--- src/sv/assert_macros.svh ---
// ----------------------------------------------------------------------------
// assert_macros.svh
// Concurrent assertion helpers shared by the RTL. The checks compile away
// when SYNTH is defined.
// ----------------------------------------------------------------------------
`ifndef ASSERT_MACROS_SVH
`define ASSERT_MACROS_SVH

`ifndef SYNTH

// Property must hold at every clock edge outside reset.
`define ASSERT_AT(lbl, clk, rst, prop, msg) \
   lbl: assert property (@(posedge clk) disable iff (rst) (prop)) else $error(msg);

// Expression must never be true outside reset.
`define ASSERT_NEVER(lbl, clk, rst, expr, msg) \
   lbl: assert property (@(posedge clk) disable iff (rst) !(expr)) else $error(msg);

`else

`define ASSERT_AT(lbl, clk, rst, prop, msg)
`define ASSERT_NEVER(lbl, clk, rst, expr, msg)

`endif

`endif

--- src/sv/qisa_pkg.sv ---
// ----------------------------------------------------------------------------
// qisa_pkg
// Shared types and constants of the query id slot allocator.
// ----------------------------------------------------------------------------
package qisa_pkg;

   // Default table depth.
   localparam int SLOTS_DEF = 32;

   // Fixed field widths.
   localparam int SLOT_W = 5;
   localparam int TIME_W = 32;
   localparam int QID_W  = 16;
   localparam int ADDR_W = 32;
   localparam int PORT_W = 16;
   localparam int TTL_W  = 16;

   // Operation codes of a request beat.
   localparam logic OP_ALLOC = 1'b0;
   localparam logic OP_DONE  = 1'b1;

   // Modes of the shared adder.
   localparam logic ALU_ADD = 1'b0;
   localparam logic ALU_SUB = 1'b1;

   // Request beat.
   typedef struct packed {
      logic              op;
      logic [QID_W-1:0]  orig_id;
      logic [ADDR_W-1:0] client_addr;
      logic [PORT_W-1:0] client_port;
      logic [TTL_W-1:0]  ttl;
      logic [TIME_W-1:0] now;
      logic [SLOT_W-1:0] done_slot;
   } req_type;

   // Response beat.
   typedef struct packed {
      logic              ok;
      logic [SLOT_W-1:0] slot;
   } rsp_type;

   // Remembered client data of one slot.
   typedef struct packed {
      logic [QID_W-1:0]  orig_id;
      logic [ADDR_W-1:0] client_addr;
      logic [PORT_W-1:0] client_port;
   } slot_info_type;

   // Access controls from the sequencer to the slot store.
   typedef struct packed {
      logic rd_en;
      logic done_we;
      logic done_val;
      logic entry_we;
   } store_ctl_type;

endpackage

--- src/sv/qisa_alu.sv ---
// ----------------------------------------------------------------------------
// qisa_alu
// Shared 32-bit adder. It adds for the expiry time and subtracts to
// compare a slot expiry against the current time.
// ----------------------------------------------------------------------------
module qisa_alu
   import qisa_pkg::*;
(
   input  logic              mode,
   input  logic [TIME_W-1:0] opa,
   input  logic [TIME_W-1:0] opb,
   output logic [TIME_W-1:0] sum,
   output logic              carry
);

   logic [TIME_W-1:0] opb_mod;
   logic [TIME_W:0]   full;

   // Subtraction is addition of the inverted operand plus one.
   assign opb_mod = (mode == ALU_SUB) ? ~opb : opb;
   assign full    = {1'b0, opa} + {1'b0, opb_mod} + (TIME_W + 1)'(mode == ALU_SUB);
   assign sum     = full[TIME_W-1:0];
   assign carry   = full[TIME_W];

endmodule

--- src/sv/qisa_slot_store.sv ---
// ----------------------------------------------------------------------------
// qisa_slot_store
// Slot memories: done flag, expiry time and client data, one port shared
// by reads and writes, read data registered.
// ----------------------------------------------------------------------------
module qisa_slot_store
   import qisa_pkg::*;
#(
   parameter int SLOTS = SLOTS_DEF,
   localparam int IDXW = $clog2(SLOTS)
)(
   input  logic              clock,
   input  store_ctl_type     ctl,
   input  logic [IDXW-1:0]   addr,
   input  logic [TIME_W-1:0] wr_expiry,
   input  slot_info_type     wr_info,
   output logic              rd_done_ff,
   output logic [TIME_W-1:0] rd_expiry_ff
);

   logic              done_mem   [SLOTS];
   logic [TIME_W-1:0] expiry_mem [SLOTS];
   slot_info_type     info_mem   [SLOTS];

   // Writes of a filled slot or a done mark, and the registered scan read.
   always_ff @(posedge clock) begin
      if (ctl.done_we) begin
         done_mem[addr] <= ctl.done_val;
      end
      if (ctl.entry_we) begin
         expiry_mem[addr] <= wr_expiry;
         info_mem[addr]   <= wr_info;
      end
      if (ctl.rd_en) begin
         rd_done_ff   <= done_mem[addr];
         rd_expiry_ff <= expiry_mem[addr];
      end
   end

endmodule

--- src/sv/query_id_slot_allocator_unit.sv ---
// A mark-done beat passes through the mark and response states before its
// response is registered; an allocate beat first runs the slot scan, which
// reads one slot a cycle from the store and tests it in the shared adder,
// then fills a slot, or answers not-ok when the table is full. One beat is
// handled at a time; a new one is accepted once the previous response is in the output register.
// Reset empties the table at once; no clearing pass is needed.
// ----------------------------------------------------------------------------
// query_id_slot_allocator_unit
// Pending query slot table of a DNS relay: allocates a slot by reusing the
// first done or expired one, else appending, and marks slots done.
// ----------------------------------------------------------------------------
`include "assert_macros.svh"

module query_id_slot_allocator_unit
   import qisa_pkg::*;
#(
   parameter int SLOTS = SLOTS_DEF
)(
   input  logic    clock,
   input  logic    reset,
   input  logic    req_valid,
   output logic    req_stall,
   input  req_type req_data,
   output logic    rsp_valid,
   input  logic    rsp_stall,
   output rsp_type rsp_data
);

   localparam int IDXW = $clog2(SLOTS);
   localparam int CNTW = $clog2(SLOTS + 1);
   localparam int CMPW = (CNTW > SLOT_W) ? CNTW : SLOT_W;

   // Sequencer states.
   localparam logic [2:0] ST_IDLE = 3'd0;
   localparam logic [2:0] ST_SCAN = 3'd1;
   localparam logic [2:0] ST_MARK = 3'd2;
   localparam logic [2:0] ST_FILL = 3'd3;
   localparam logic [2:0] ST_RESP = 3'd4;

   logic [2:0]        state_ff, state_in;
   req_type           req_ff;
   logic [CNTW-1:0]   scan_idx_ff, scan_idx_in;
   logic              chk_valid_ff, chk_valid_in;
   logic [IDXW-1:0]   chk_idx_ff, chk_idx_in;
   logic [IDXW-1:0]   fill_idx_ff, fill_idx_in;
   logic              append_ff, append_in;
   logic [CNTW-1:0]   used_count_ff, used_count_in;
   logic              res_ok_ff, res_ok_in;
   logic [SLOT_W-1:0] res_slot_ff, res_slot_in;
   logic              rsp_valid_ff, rsp_valid_in;
   rsp_type           rsp_data_ff, rsp_data_in;

   logic              req_accept;
   store_ctl_type     store_ctl;
   logic [IDXW-1:0]   store_addr;
   logic              rd_done;
   logic [TIME_W-1:0] rd_expiry;
   logic              alu_mode;
   logic [TIME_W-1:0] alu_a, alu_b, alu_sum;
   logic              alu_carry;
   logic [TIME_W-1:0] new_expiry;
   slot_info_type     new_info;
   logic [CMPW-1:0]   done_ext, used_ext, fill_ext;
   logic              mark_ok;

   assign req_accept = req_valid && !req_stall;
   assign req_stall  = (state_ff != ST_IDLE);
   assign rsp_valid  = rsp_valid_ff;
   assign rsp_data   = rsp_data_ff;

   // Index conversions between the 5-bit fields and the table index.
   assign done_ext = CMPW'(req_ff.done_slot);
   assign used_ext = CMPW'(used_count_ff);
   assign fill_ext = CMPW'(fill_idx_ff);
   assign mark_ok  = (done_ext < used_ext);

   // Expiry saturates when now plus ttl overflows.
   assign new_expiry = alu_carry ? '1 : alu_sum;
   assign new_info   = '{orig_id:     req_ff.orig_id,
                         client_addr: req_ff.client_addr,
                         client_port: req_ff.client_port};

   qisa_slot_store #(
      .SLOTS (SLOTS)
   ) u_store (
      .clock        (clock),
      .ctl          (store_ctl),
      .addr         (store_addr),
      .wr_expiry    (new_expiry),
      .wr_info      (new_info),
      .rd_done_ff   (rd_done),
      .rd_expiry_ff (rd_expiry)
   );

   qisa_alu u_alu (
      .mode  (alu_mode),
      .opa   (alu_a),
      .opb   (alu_b),
      .sum   (alu_sum),
      .carry (alu_carry)
   );

   // Sequencer: scan, fill or mark, then hand the result to the output.
   always_comb begin
      state_in      = state_ff;
      scan_idx_in   = scan_idx_ff;
      chk_valid_in  = 1'b0;
      chk_idx_in    = chk_idx_ff;
      fill_idx_in   = fill_idx_ff;
      append_in     = append_ff;
      used_count_in = used_count_ff;
      res_ok_in     = res_ok_ff;
      res_slot_in   = res_slot_ff;
      rsp_valid_in  = rsp_valid_ff && rsp_stall;
      rsp_data_in   = rsp_data_ff;
      store_ctl     = '0;
      store_addr    = fill_idx_ff;
      alu_mode      = ALU_SUB;
      alu_a         = rd_expiry;
      alu_b         = req_ff.now;
      unique case (state_ff)
         ST_IDLE: begin
            scan_idx_in = '0;
            if (req_accept) begin
               state_in = (req_data.op == OP_DONE) ? ST_MARK : ST_SCAN;
            end
         end
         ST_SCAN: begin
            // The slot read last cycle is tested while the next is read.
            store_addr = scan_idx_ff[IDXW-1:0];
            if (chk_valid_ff && (rd_done || !alu_carry)) begin
               fill_idx_in = chk_idx_ff;
               append_in   = 1'b0;
               state_in    = ST_FILL;
            end else if (scan_idx_ff < used_count_ff) begin
               store_ctl.rd_en = 1'b1;
               chk_valid_in    = 1'b1;
               chk_idx_in      = scan_idx_ff[IDXW-1:0];
               scan_idx_in     = scan_idx_ff + 1'b1;
            end else if (used_count_ff < CNTW'(SLOTS)) begin
               fill_idx_in = used_count_ff[IDXW-1:0];
               append_in   = 1'b1;
               state_in    = ST_FILL;
            end else begin
               res_ok_in   = 1'b0;
               res_slot_in = '0;
               state_in    = ST_RESP;
            end
         end
         ST_MARK: begin
            store_addr         = done_ext[IDXW-1:0];
            store_ctl.done_we  = mark_ok;
            store_ctl.done_val = 1'b1;
            res_ok_in          = mark_ok;
            res_slot_in        = mark_ok ? req_ff.done_slot : '0;
            state_in           = ST_RESP;
         end
         ST_FILL: begin
            alu_mode           = ALU_ADD;
            alu_a              = req_ff.now;
            alu_b              = TIME_W'(req_ff.ttl);
            store_ctl.entry_we = 1'b1;
            store_ctl.done_we  = 1'b1;
            store_ctl.done_val = 1'b0;
            if (append_ff) begin
               used_count_in = used_count_ff + 1'b1;
            end
            res_ok_in   = 1'b1;
            res_slot_in = fill_ext[SLOT_W-1:0];
            state_in    = ST_RESP;
         end
         ST_RESP: begin
            if (!rsp_valid_ff || !rsp_stall) begin
               rsp_valid_in = 1'b1;
               rsp_data_in  = '{ok: res_ok_ff, slot: res_slot_ff};
               state_in     = ST_IDLE;
            end
         end
         default: begin
            state_in = ST_IDLE;
         end
      endcase
   end

   // Control registers.
   always_ff @(posedge clock) begin
      if (reset) begin
         state_ff      <= ST_IDLE;
         chk_valid_ff  <= 1'b0;
         used_count_ff <= '0;
         rsp_valid_ff  <= 1'b0;
      end else begin
         state_ff      <= state_in;
         chk_valid_ff  <= chk_valid_in;
         used_count_ff <= used_count_in;
         rsp_valid_ff  <= rsp_valid_in;
      end
   end

   // Payload registers.
   always_ff @(posedge clock) begin
      if (req_accept) begin
         req_ff <= req_data;
      end
      scan_idx_ff <= scan_idx_in;
      chk_idx_ff  <= chk_idx_in;
      fill_idx_ff <= fill_idx_in;
      append_ff   <= append_in;
      res_ok_ff   <= res_ok_in;
      res_slot_ff <= res_slot_in;
      rsp_data_ff <= rsp_data_in;
   end

   // Checks of the table bookkeeping.
   `ASSERT_AT(a_count_bound, clock, reset, used_count_ff <= CNTW'(SLOTS), "used count above depth")
   `ASSERT_AT(a_count_stable, clock, reset, (state_ff != ST_FILL) |=> $stable(used_count_ff), "used count changed outside a fill")
   `ASSERT_NEVER(a_read_range, clock, reset, store_ctl.rd_en && (CNTW'(store_addr) >= used_count_ff), "scan read beyond used slots")
   `ASSERT_NEVER(a_slot_range, clock, reset, rsp_valid_ff && rsp_data_ff.ok && (CMPW'(rsp_data_ff.slot) >= used_ext), "granted slot not in use")

endmodule
--- config.mk ---
export PLATFORM = sky130hd
export DESIGN_NAME = query_id_slot_allocator_unit
export DESIGN_NICKNAME = d
export VERILOG_FILES = /design/src/sv/qisa_pkg.sv /design/src/sv/qisa_alu.sv /design/src/sv/qisa_slot_store.sv /design/src/sv/query_id_slot_allocator_unit.sv
export VERILOG_INCLUDE_DIRS = /design/src /design/src/sv
export SDC_FILE = /design/constraint.sdc
export NUM_CORES = 1
export LEC_CHECK = 0
export ABC_CLOCK_PERIOD_IN_PS = 13750
export BUFFER_PORTS_ARGS = -buffer_cell sky130_fd_sc_hd__buf_4
export CAP_MARGIN = 20
export CORE_ASPECT_RATIO = 0.75
export CORE_MARGIN = 5
export CORE_UTILIZATION = 35
export DETAILED_ROUTE_END_ITERATION = 8
export PLACE_DENSITY = 0.5
export SKIP_LAST_GASP = 1
export SLEW_MARGIN = 40
export SYNTH_ARGS = -nofsm -noshare
export SYNTH_HDL_FRONTEND = slang
export SYNTH_SLANG_ARGS = --single-unit
--- constraint.sdc ---
create_clock -name clock -period 13.75 [get_ports clock]
set_input_delay 2.75 -clock clock [delete_from_list [all_inputs] [get_ports clock]]
set_output_delay 2.75 -clock clock [all_outputs]
set_load 0.005 [all_outputs]
Word-level counts from Yosys, hierarchy flattened
Memories as Yosys holds them, arrays and structs flattened. A register that Yosys moved wholly into a read port is not among the register bits.
Index checks and enable logic that the tools add are counted.

operators by class
  add/sub/neg operators = 4
  multipliers = 0
  divide/modulo/power cells = 0
  magnitude comparators = 3
  eq/ne operators = 12
  shifts and indexed selects = 0
  muxes and demuxes = 41
  bitwise gates (word level) = 2
  reduce and logical (&&, ||, !) cells = 22

operator list
  kind                 count
  $mux 32              4
  $mux 5               7
  $add 32x32->33       1
  $add 33x1->33        1
  $not 32->32          1
  $mux 1               16
  $mux 3               5
  $pmux 5 s3           1
  $ne 2x2->1 const B   7
  $add 6x1->6 const B  2
  $mux 6               2
  $pmux 3 s4           1
  $pmux 6 s2           1
  $reduce_and 3->1     4
  $pmux 5 s2           1
  $eq 3x2->1 const B   2
  $lt 5x6->1           1
  $lt 6x6->1           1
  $lt 6x6->1 const B   1
  $reduce_bool 3->1    2
  $logic_not 1->1      4
  $pmux 2 s2           1
  $reduce_and 2->1     2
  $reduce_and 4->1     1
  11 further kinds     15

storage, ports and cells
  bits in registers = 93
  bits in latches = 0
  RAM bits = 1056
  bits in read-only memories = 0
  input bits = 122
  output and inout port bits = 8
  memories kept = 2

memory list
  memory              words  bits a word  rd ports  clocked after memory_dff  write ports  line                   source
  u_store.expiry_mem  32     32           1         1                         1            qisa_slot_store.sv:22  logic [TIME_W-1:0] expiry_mem [SLOTS];
  u_store.done_mem    32     1            1         1                         1            qisa_slot_store.sv:21  logic done_mem [SLOTS];

Longest topological paths before layout
Gate-level depths: netlist of the first run.

  depth in word-level cells = 11
  gate-level depth with buffers = 17

Hierarchy
A second synthesis of the first run with hierarchy kept.

second synthesis, totals
  cell total of the unflattened synthesis = 2898
  area total of the unflattened synthesis = 49809.0 um2

modules (own cells, without submodules)
  module                        times used  cells an instance  area an instance (um2)  seq. area each (um2)
  qisa_slot_store               1           2209               41357.2                 32701.4
  query_id_slot_allocator_unit  1           389                6351.1                  4604.4
  qisa_alu                      1           300                2100.8                  0.0

Worst setup path before layout of the first run
No wires, ideal clock.

  kind = flip-flop to flip-flop
  from = register state_ff[2]
  to = memory u_store.expiry_mem[0][19] (data pin)
  setup time = 0.454 ns
  data arrival time = 4.676 ns
  setup slack = 8.620 ns
  cell stages (with the launch flop) = 16
  path buffers = 3
  period minus slack after synthesis = 5.130 ns
  path through = dfxtp_1 > buf_2 > and3b_1 > clkbuf_1 > buf_1 > nand2_1 > nand2_1 > ha_1 > a21oi_1 > o211ai_1 > a31o_2 > a2111oi_0 > nor3_1 > or2_2 > o2bb2ai_1 > o21ai_0

between the ends
  word-level cells in the longest chain between the ends = 7
  elaborated cells on any way between the ends = 9

RTL lines
  what                      line                                 source
  start, declared           query_id_slot_allocator_unit.sv:40   logic [2:0] state_ff, state_in;
  start signal, assigned    query_id_slot_allocator_unit.sv:193  state_ff <= state_in;
  $eq 3x2->1 (*)            query_id_slot_allocator_unit.sv:121  unique case (state_ff)
  $mux 32                   query_id_slot_allocator_unit.sv:121
  $not 32->32               qisa_alu.sv:20                       assign opb_mod = (mode == ALU_SUB) ? ~opb : opb;
  $mux 32                   qisa_alu.sv:20
  $add 32x32->33            qisa_alu.sv:21                       assign full = {1'b0, opa} + {1'b0, opb_mod} + (TIME_W + 1)'(mode == ALU_SUB);
  $add 33x1->33 (*)         qisa_alu.sv:21
  $mux 32 (*)               query_id_slot_allocator_unit.sv:78   assign new_expiry = alu_carry ? '1 : alu_sum;
  named net new_expiry[19]  query_id_slot_allocator_unit.sv:61   logic [TIME_W-1:0] new_expiry;
  end, declared             qisa_slot_store.sv:22

Mark *: on every way through the listed nets, which the timed path passes. The rest lies on a longest branch.

Worst setup path in the final report of the first run
  from = register state_ff[2]
  to = memory u_store.expiry_mem[13][28] (data pin)

The elaborated chain is that of the path after synthesis.

==> results of run 1 <==
[state kept, by name (all words and copies together), names as in the netlist, 6 cells and up]
signal                flops
u_store.expiry_mem     1024
req_ff                   48
u_store.done_mem         32
u_store.rd_expiry_ff     32
rsp_data                  6
scan_idx_ff               6
used_count_ff             6
[metal layers]
| metal | GRT usage (%) | part of all wire [%] | up-vias |
|---|---|---|---|
| met3 | 3.39 | 7.9 | 152 |
| met2 | 27.5 | 44 | 1034 |
| met1 | 29.6 | 47 | 13500 |
| met5 | 0 | 0 | - |
| li1 | - | - | 10400 |
| met4 | 3.45 | 1.6 | 0 |
[cell families after synthesis]
logic type | Yosys count
DFF | 1182
and+or+nand+nor | 501
AOI/OAI and AO/OA | 299
muxes | 279
buffers and inverters | 140
adders and majority gates | 43
xor gates and xnor gates | 30
[final timing paths]
check | endpoint | slack [ns] | cells after the start
worst max-delay path | u_store.expiry_mem[13][28] | 7.77 | 13
worst min-delay path | rsp_data[1] | 0.42 | 0
worst max register to register | u_store.expiry_mem[13][28] | 7.77 | 13
worst min register to register | rsp_data[1] | 0.42 | 0
[per-stage QoR]
step / std cells / hold slack, ns / cell area [µm²] / setup WS, ns
2_1_floorplan: 2474 / 0.400 / 47200 / 8.62
3_3_place_gp: 4258 / 0.415 / 50100 / 7.44
3_5_place_dp: 4266 / 0.405 / 50400 / 7.16
4_1_cts: 4472 / 0.419 / 54100 / 7.17
5_1_grt: 4480 / 0.422 / 54300 / 7.45
6_report: 4480 / 0.417 / 54300 / 7.77
[cells in the mapped netlist, types with 13 or more instances]
| cell type | n |
|---|---|
| nand4_1 | 22 |
| a21oi_1 | 96 |
| nand3_1 | 28 |
| nor2_1 | 130 |
| mux4_2 | 264 |
| o21ai_0 | 34 |
| clkbuf_1 | 50 |
| nor3_1 | 13 |
| a22oi_1 | 76 |
| nand2_1 | 234 |
| buf_2 | 39 |
| xnor2_1 | 18 |
| ha_1 | 42 |
| a21o_1 | 22 |
| edfxtp_1 | 1171 |
| inv_1 | 19 |
[area by class of cell]
class | count | area, µm²
clock buffer | 138 | 2930
sequential | 1182 | 35400
clock inverter | 68 | 722
timing repair buffer | 150 | 1410
antenna | 1 | 2.50
multi-input combinational | 1152 | 11600
tap | 1770 | 2210
inverter | 19 | 71.3
fill | 11800 | 79400
[power groups by stage]
stage               clock network [mW]  registers [mW]  logic, mW
floorplan                            0            4.97       2.04
global route                      3.34            4.94       3.44
global placement                     0            5.02       3.00
CTS                               3.18            4.95       3.15
finish                            3.11            4.94       3.19
detailed placement                   0            5.03       3.14
==> impl_results.md, run 1 <==
* Complex-gate fraction of the synthesized area at between 4 and 5%
* Leading cell type in the layout, fill and taps excluded: edfxtp_1
* Transition at the pin with the smallest max-transition slack at 0.912 ns
* # Post-CTS Setup Buffers at 0
* Time the worst path needs with I/O delays and setup at 5.98 ns
* Overall die area at 142000 µm²
* Delay-heaviest family, CP: compound AO/OA/AOI/OAI gates
* Setup Total Neg Slack at 0 ns
* Part of the total power dissipated in the clock network at approximately 28%
* Relative contribution of sequential cells to total power at a little over two fifths
* Sw Share at between 30% and 40%
* Clk slew on worst S/H paths at 0.06 ns
* Worst clock skew on the final layout at 0.0299 ns
* Class of the worst hold path: reg2reg
* Max-cap violations at 0
* Final critical-path share of the clock period at 43.5%
* Share of post-route cells with drive strength above 1 at 25.0%
* Critical R2R Launch: state_ff[2]
* Worst-path cell with the longest stage delay: buf_4
* Number of I/O port buffers at 65
* Detailed-route wire length at between 100000 and 150000 µm
* First-pass DRT Iterations at 5
* Commonest non-fill, non-tap cells in the layout: edfxtp_1 (1171), mux4_2 (264), nand2_1 (213)
* IO Count at 130
* Die Span Y at 328 µm
* Average cell area after synthesis at 19.1 µm²
* Share of async-settable or async-resettable flops after synthesis at 0%
* Crit path DAT at between 6 and 7 ns
* Final weighted congestion of routability-driven global placement at 0.854
* Total internal power at 7.69 mW
* Via count of the first global-routing pass at 24800
* Util after Layout at 40.6%
* Count of distinct cell types in the synthesized netlist at 60
* Clock insertion delay at the later pin of the skew report at 0.73 ns
* Post-synthesis xor/xnor area fraction at 0.557%
* Cell type with the highest occurrence count on the critical path: buf_4
* Dominant combinational cell family by area after synthesis: multiplexers
* Area share of the largest cell type after synthesis at 74.6%
* Maximum level of the CTS H-tree at 3
* Count of final hold-check violations at 0
* Unrepaired setup endpoints after global routing: false
* Number of core rows at 116
* Pwr per Cell Area at 207 nW/µm²
* Initial drt markers at 2960
* Leakage power total at 17.1 nW
* Post-CTS Hold Fix Bufs at 0
* Final routed DRC violation total at 0
* CTS Root Cell: clkbuf_16
* Post-Synth Simple-Gate Area at 4.68%
* Number of nets in the synthesized netlist at 2639
* Req. time, crit path at about 14 ns
* Critical-path maximum fanout at 63
* Cell type contributing the most total cell area after synthesis: edfxtp_1
* Proportion of synthesized area in mux cells at around an eighth
* Antenna violations before repair at 4
* Net switching component of the power at roughly 3.6 mW
* Number of nets in the layout at 2781
* Delay of the slowest cell on the worst path at 0.65 ns
* Combined global-route utilization of all metal layers at 18.8%
* Clock Sinks at between 1000 and 1500
* TritonCTS clock tree: yes
* Routed vias at 25000
* Source of the worst hold timing path: res_slot_ff[1]
* Estimated wirelength of the detail-placed design at 70900 µm
* Total chip power at 11.2 mW
* Number of synthesized register bits at 1182
* Leading cell types by total area after synthesis: edfxtp_1 (75%), mux4_2 (13%), nand2_1 (1.9%)
* Share of synthesized area occupied by flip-flops and latches at 75.0%
* Antenna Nets Post-Route at 0
* Status: finished clean
* Aggregate global routing overflow at 0
* Setup crit start: state_ff[2]
* Post-cts gate resize count at 0
* Global-route wire length before repair at 189000 µm
* Synthesis Warnings at 0
* Number of setup violations in the final report at 0
* Cells traversed along the worst timing path: nand3b_1 -> buf_4 -> a21oi_1 -> fa_1 -> a21oi_1 -> o22ai_1 -> o21ai_0 -> a21boi_1 -> a2111oi_0 -> buf_4 -> or2_2 -> buf_4 -> nand2_2
* Final-report max-slew violation count at 0
* Critical Path Sink Type: flip-flop
* CP Launch Type: flip-flop
* Most used flip-flop cell after synthesis: edfxtp_1
* Horizontal die dimension at 434 µm
* Worst ir drop on vdd at around 140 µV
* Area share of fa/ha/maj cells after synthesis at 1.16%
* Core box area at between 100000 and 150000 µm²
* Maximum number of buffers from clock root to sink at 3
* Signed area change from the synthesized netlist to the final layout at 15.2%
* Routed length per placed instance at about 30 µm
* Synthesized instance count at ~2500
* Initial Util at between 30% and 40%
* Number of buffers created by CTS at 111
* Cell area after synthesis at 47200 µm²
* Class of the most critical setup path: reg2reg
* Number of buffers and inverters on the critical path at 3
* Average via count per standard cell at 5.59
* Fmax at 167 MHz
* Count of flip-flops with a built-in enable after synthesis at approximately 1200
* Gate power share at 28.4%
* Largest net degree at the start of global routing at 67
* Worst slew margin at slightly below 40%
Power figures use the tool's default switching activity.
==> run 2: changes to the inputs <==
Settings changed: ABC_AREA from default to 1, ABC_CLOCK_PERIOD_IN_PS 13750 to 5280, PLACE_DENSITY 0.5 to 0.52.
Clock period 13.75 ns to 5.28 ns, I/O delays scaled along.
==> run 2 against run 1 <==
Compared with the run above:
- fmax up 35%
- register-to-register slack worse by 6.9 ns
- sequential share of layout area down 0.87 points
- clock power rose to 2.6 times the previous value
- synthesized cell count up 63%
- largest cell class unchanged
- combinational power rose to 3.7 times the previous value
- sequential power rose to 2.6 times the previous value
- highest routed layer unchanged
- utilization down 0.20 points
- wire length up 9.6%
- largest power group unchanged
- power rose to 2.9 times the previous value
- hold slack better by 0.0013 ns
==> impl_results.md, run 2 <==
* Overall die area at ~150000 µm²
* CP Launch Type: flip-flop
* First-pass DRT Iterations at 5
* Leakage power total at about 19 nW
* Number of core rows at between 100 and 150
* # Post-CTS Setup Buffers at 0
* Via count of the first global-routing pass at 29300
* Largest net degree at the start of global routing at 120
* Final-report max-slew violation count at 0
* Unrepaired setup endpoints after global routing: false
* Maximum level of the CTS H-tree at 3
* Most frequently used cell type in the post-synthesis netlist: nand2_1
* Number of synthesized register bits at roughly 1200
* Share of synthesized area occupied by flip-flops and latches at between 70 and 80%
* Synthesized instance count at about 4000
* Status: finished clean
* Most congested layer reported by global routing: met1
* Worst ir drop on vdd at between 400 and 500 µV
* Count of distinct cell types in the synthesized netlist at 44
* Pwr per Cell Area at roughly 600 nW/µm²
* Share of async-settable or async-resettable flops after synthesis at 0%
* Leading cell type in the layout, fill and taps excluded: nand2_1
* Crit path DAT at around 4.8 ns
* Number of buffers created by CTS at 111
* Total chip power at 32.7 mW
* Commonest non-fill, non-tap cells in the layout: nand2_1 (1522), edfxtp_1 (1171), nand3_1 (266)
* Area share of the largest cell type after synthesis at 73.0%
* Aggregate global routing overflow at 0
* Global-route wire length before repair at 210000 µm
* Clock Sinks at 1182
* Most used flip-flop cell after synthesis: edfxtp_1
* Worst slew margin at 37.6%
* Count of flip-flops with a built-in enable after synthesis at ~1200
* Max-cap violations at 0
* Final critical-path share of the clock period at 83.7%
* Share of post-route cells with drive strength above 1 at 10.3%
* Antenna Nets Post-Route at 0
* Critical Path Sink Type: flip-flop
* Number of nets in the layout at 4295
* Core box area at between 100000 and 150000 µm²
* Routed vias at around 32000
* Post-cts gate resize count at 0
* Max reg flops at 1024
* Combined global-route utilization of all metal layers at 19.9%
* Antenna violations before repair at 5
* Largest register by flop count: u_store.expiry_mem
* Final routed DRC violation total at 0
* Req. time, crit path at 5.64 ns
* Clk slew on worst S/H paths at ~0.060 ns
* Maximum number of buffers from clock root to sink at 3
* Class of the most critical setup path: reg2reg
* Worst clock skew on the final layout at 0.0329 ns
* Time the worst path needs with I/O delays and setup at around 4.4 ns
* Synthesis Warnings at 0
* Class of the worst hold path: reg2reg
* Final weighted congestion of routability-driven global placement at roughly 0.9
* Cell type contributing the most total cell area after synthesis: edfxtp_1
* Ranking of synthesized cells by instance count: nand2_1 (1523), edfxtp_1 (1171), nand3_1 (266)
* Met1 track utilization from global routing at between 20% and 30%
* Fmax at between 200 and 250 MHz
* Detailed-route wire length at 148000 µm
* Initial Util at 35.4%
* Cell area after synthesis at 48100 µm²
* Die Span Y at 331 µm
* Number of setup violations in the final report at 0
* Global Route met2 Usage at 29.7%
* Initial drt markers at roughly 3400
* Setup Total Neg Slack at 0 ns
* Signed area change from the synthesized netlist to the final layout at 14.4%
* Leading cell types by total area after synthesis: edfxtp_1 (73%), nand2_1 (12%), nand4_1 (3.1%)
* Count of final hold-check violations at 0
* Post-CTS Hold Fix Bufs at 0
* Clock insertion delay at the later pin of the skew report at 0.74 ns
* Horizontal die dimension at 438 µm
* Transition at the pin with the smallest max-transition slack at 0.936 ns
* TritonCTS clock tree: yes
* Average cell area after synthesis at 12.0 µm²
* Met3 Resource Use GR at slightly above 4%
* Number of nets in the synthesized netlist at 4190
* IO Count at 130
* Leading registers by flop count: u_store.expiry_mem: 1024 flops, req_ff: 48 flops
* Util after Layout at between 40% and 50%
* Setup slack of the worst register-to-register path at around 0.86 ns
* Estimated wirelength of the detail-placed design at 74800 µm
* Routed length per placed instance at 24.6 µm
* Critical-path maximum fanout at 32
* CTS Root Cell: clkbuf_16
* Average via count per standard cell at approximately 5.3
* Number of I/O port buffers at between 60 and 70
-- run 2: changes by cell type in the layout (fill, tap and decap cells not counted), sizes merged, moves of 54 or more --
cell,previous run,this run
nand2,234,1525
mux4,264,0
nand3,28,267
nand4,22,236
inv,24,110
a22oi,76,1
nor3,13,84
o21ai,34,88
-- run 2: cell type report --
| class | instances | area [µm²] |
|---|---|---|
| clock buffer | 139 | 2900 |
| timing repair buffer | 184 | 1660 |
| tap | 1785 | 2230 |
| clock inverter | 60 | 658 |
| fill | 12900 | 81100 |
| multi-input combinational | 2544 | 11800 |
| sequential | 1182 | 35400 |
| antenna | 1 | 2.50 |
| inverter | 107 | 402 |
-- run 2: worst paths after layout --
check / startpoint / cells after the start / endpoint
worst min register to register: res_slot_ff[0] / 0 / rsp_data[0]
worst max-delay path: state_ff[0] / 22 / fill_idx_ff[0]
worst min-delay path: res_slot_ff[0] / 0 / rsp_data[0]
worst max register to register: state_ff[0] / 22 / fill_idx_ff[0]
-- run 2: critical path, stage by stage (launching register included) --
cell     delay [ns]
dfxtp_1        0.39
inv_2          0.05
nor2_1         0.22
nand2_4        0.10
buf_4          0.27
nand2_1        0.13
nand3_1        0.16
nand2_1        0.13
inv_1          0.09
fa_1           0.44
nand2_1        0.09
nand2_1        0.08
nand3_1        0.11
nand2_1        0.16
nand2_1        0.10
nand2_1        0.14
nand2_1        0.10
nand2_1        0.24
nand2_1        0.17
nand2_1        0.13
inv_1          0.24
nor2_1         0.07
nor2_1         0.43
-- run 2: per-stage QoR --
stage          cells  hold slack (ns)  setup WS (ns)  cell area [µm²]
3_5_place_dp    5802            0.405          0.885            51500
6_report        6002            0.419          0.858            55100
4_1_cts         6001            0.420          0.878            55100
2_1_floorplan   4025            0.400          0.420            48100
5_1_grt         6002            0.427          0.451            55100
3_3_place_gp    5800            0.404          0.901            51400
-- run 2: layer usage --
layer / up-vias / part of all wire, % / routed length [µm]
met5: - / 0 / 0
met3: 194 / 8.5 / 12600
met2: 1257 / 43 / 63500
met1: 15800 / 46 / 68100
li1: 14500 / - / -
met4: 0 / 2.4 / 3620
-- run 2: logic make-up after synthesis --
logic type | share of synthesized area (%)
and+or+nand+nor | 20.2
DFF | 73.5
buffers and inverters | 2.53
AOI/OAI and AO/OA | 2.54
adders and majority gates | 1.13
xor gates and xnor gates | 0.109
-- run 2: power by group --
part / switching (mW) / internal [mW] / total [mW]
registers: 0.122 / 12.9 / 13.0
logic: 9.04 / 2.67 / 11.7
clock network: 3.53 / 4.49 / 8.02
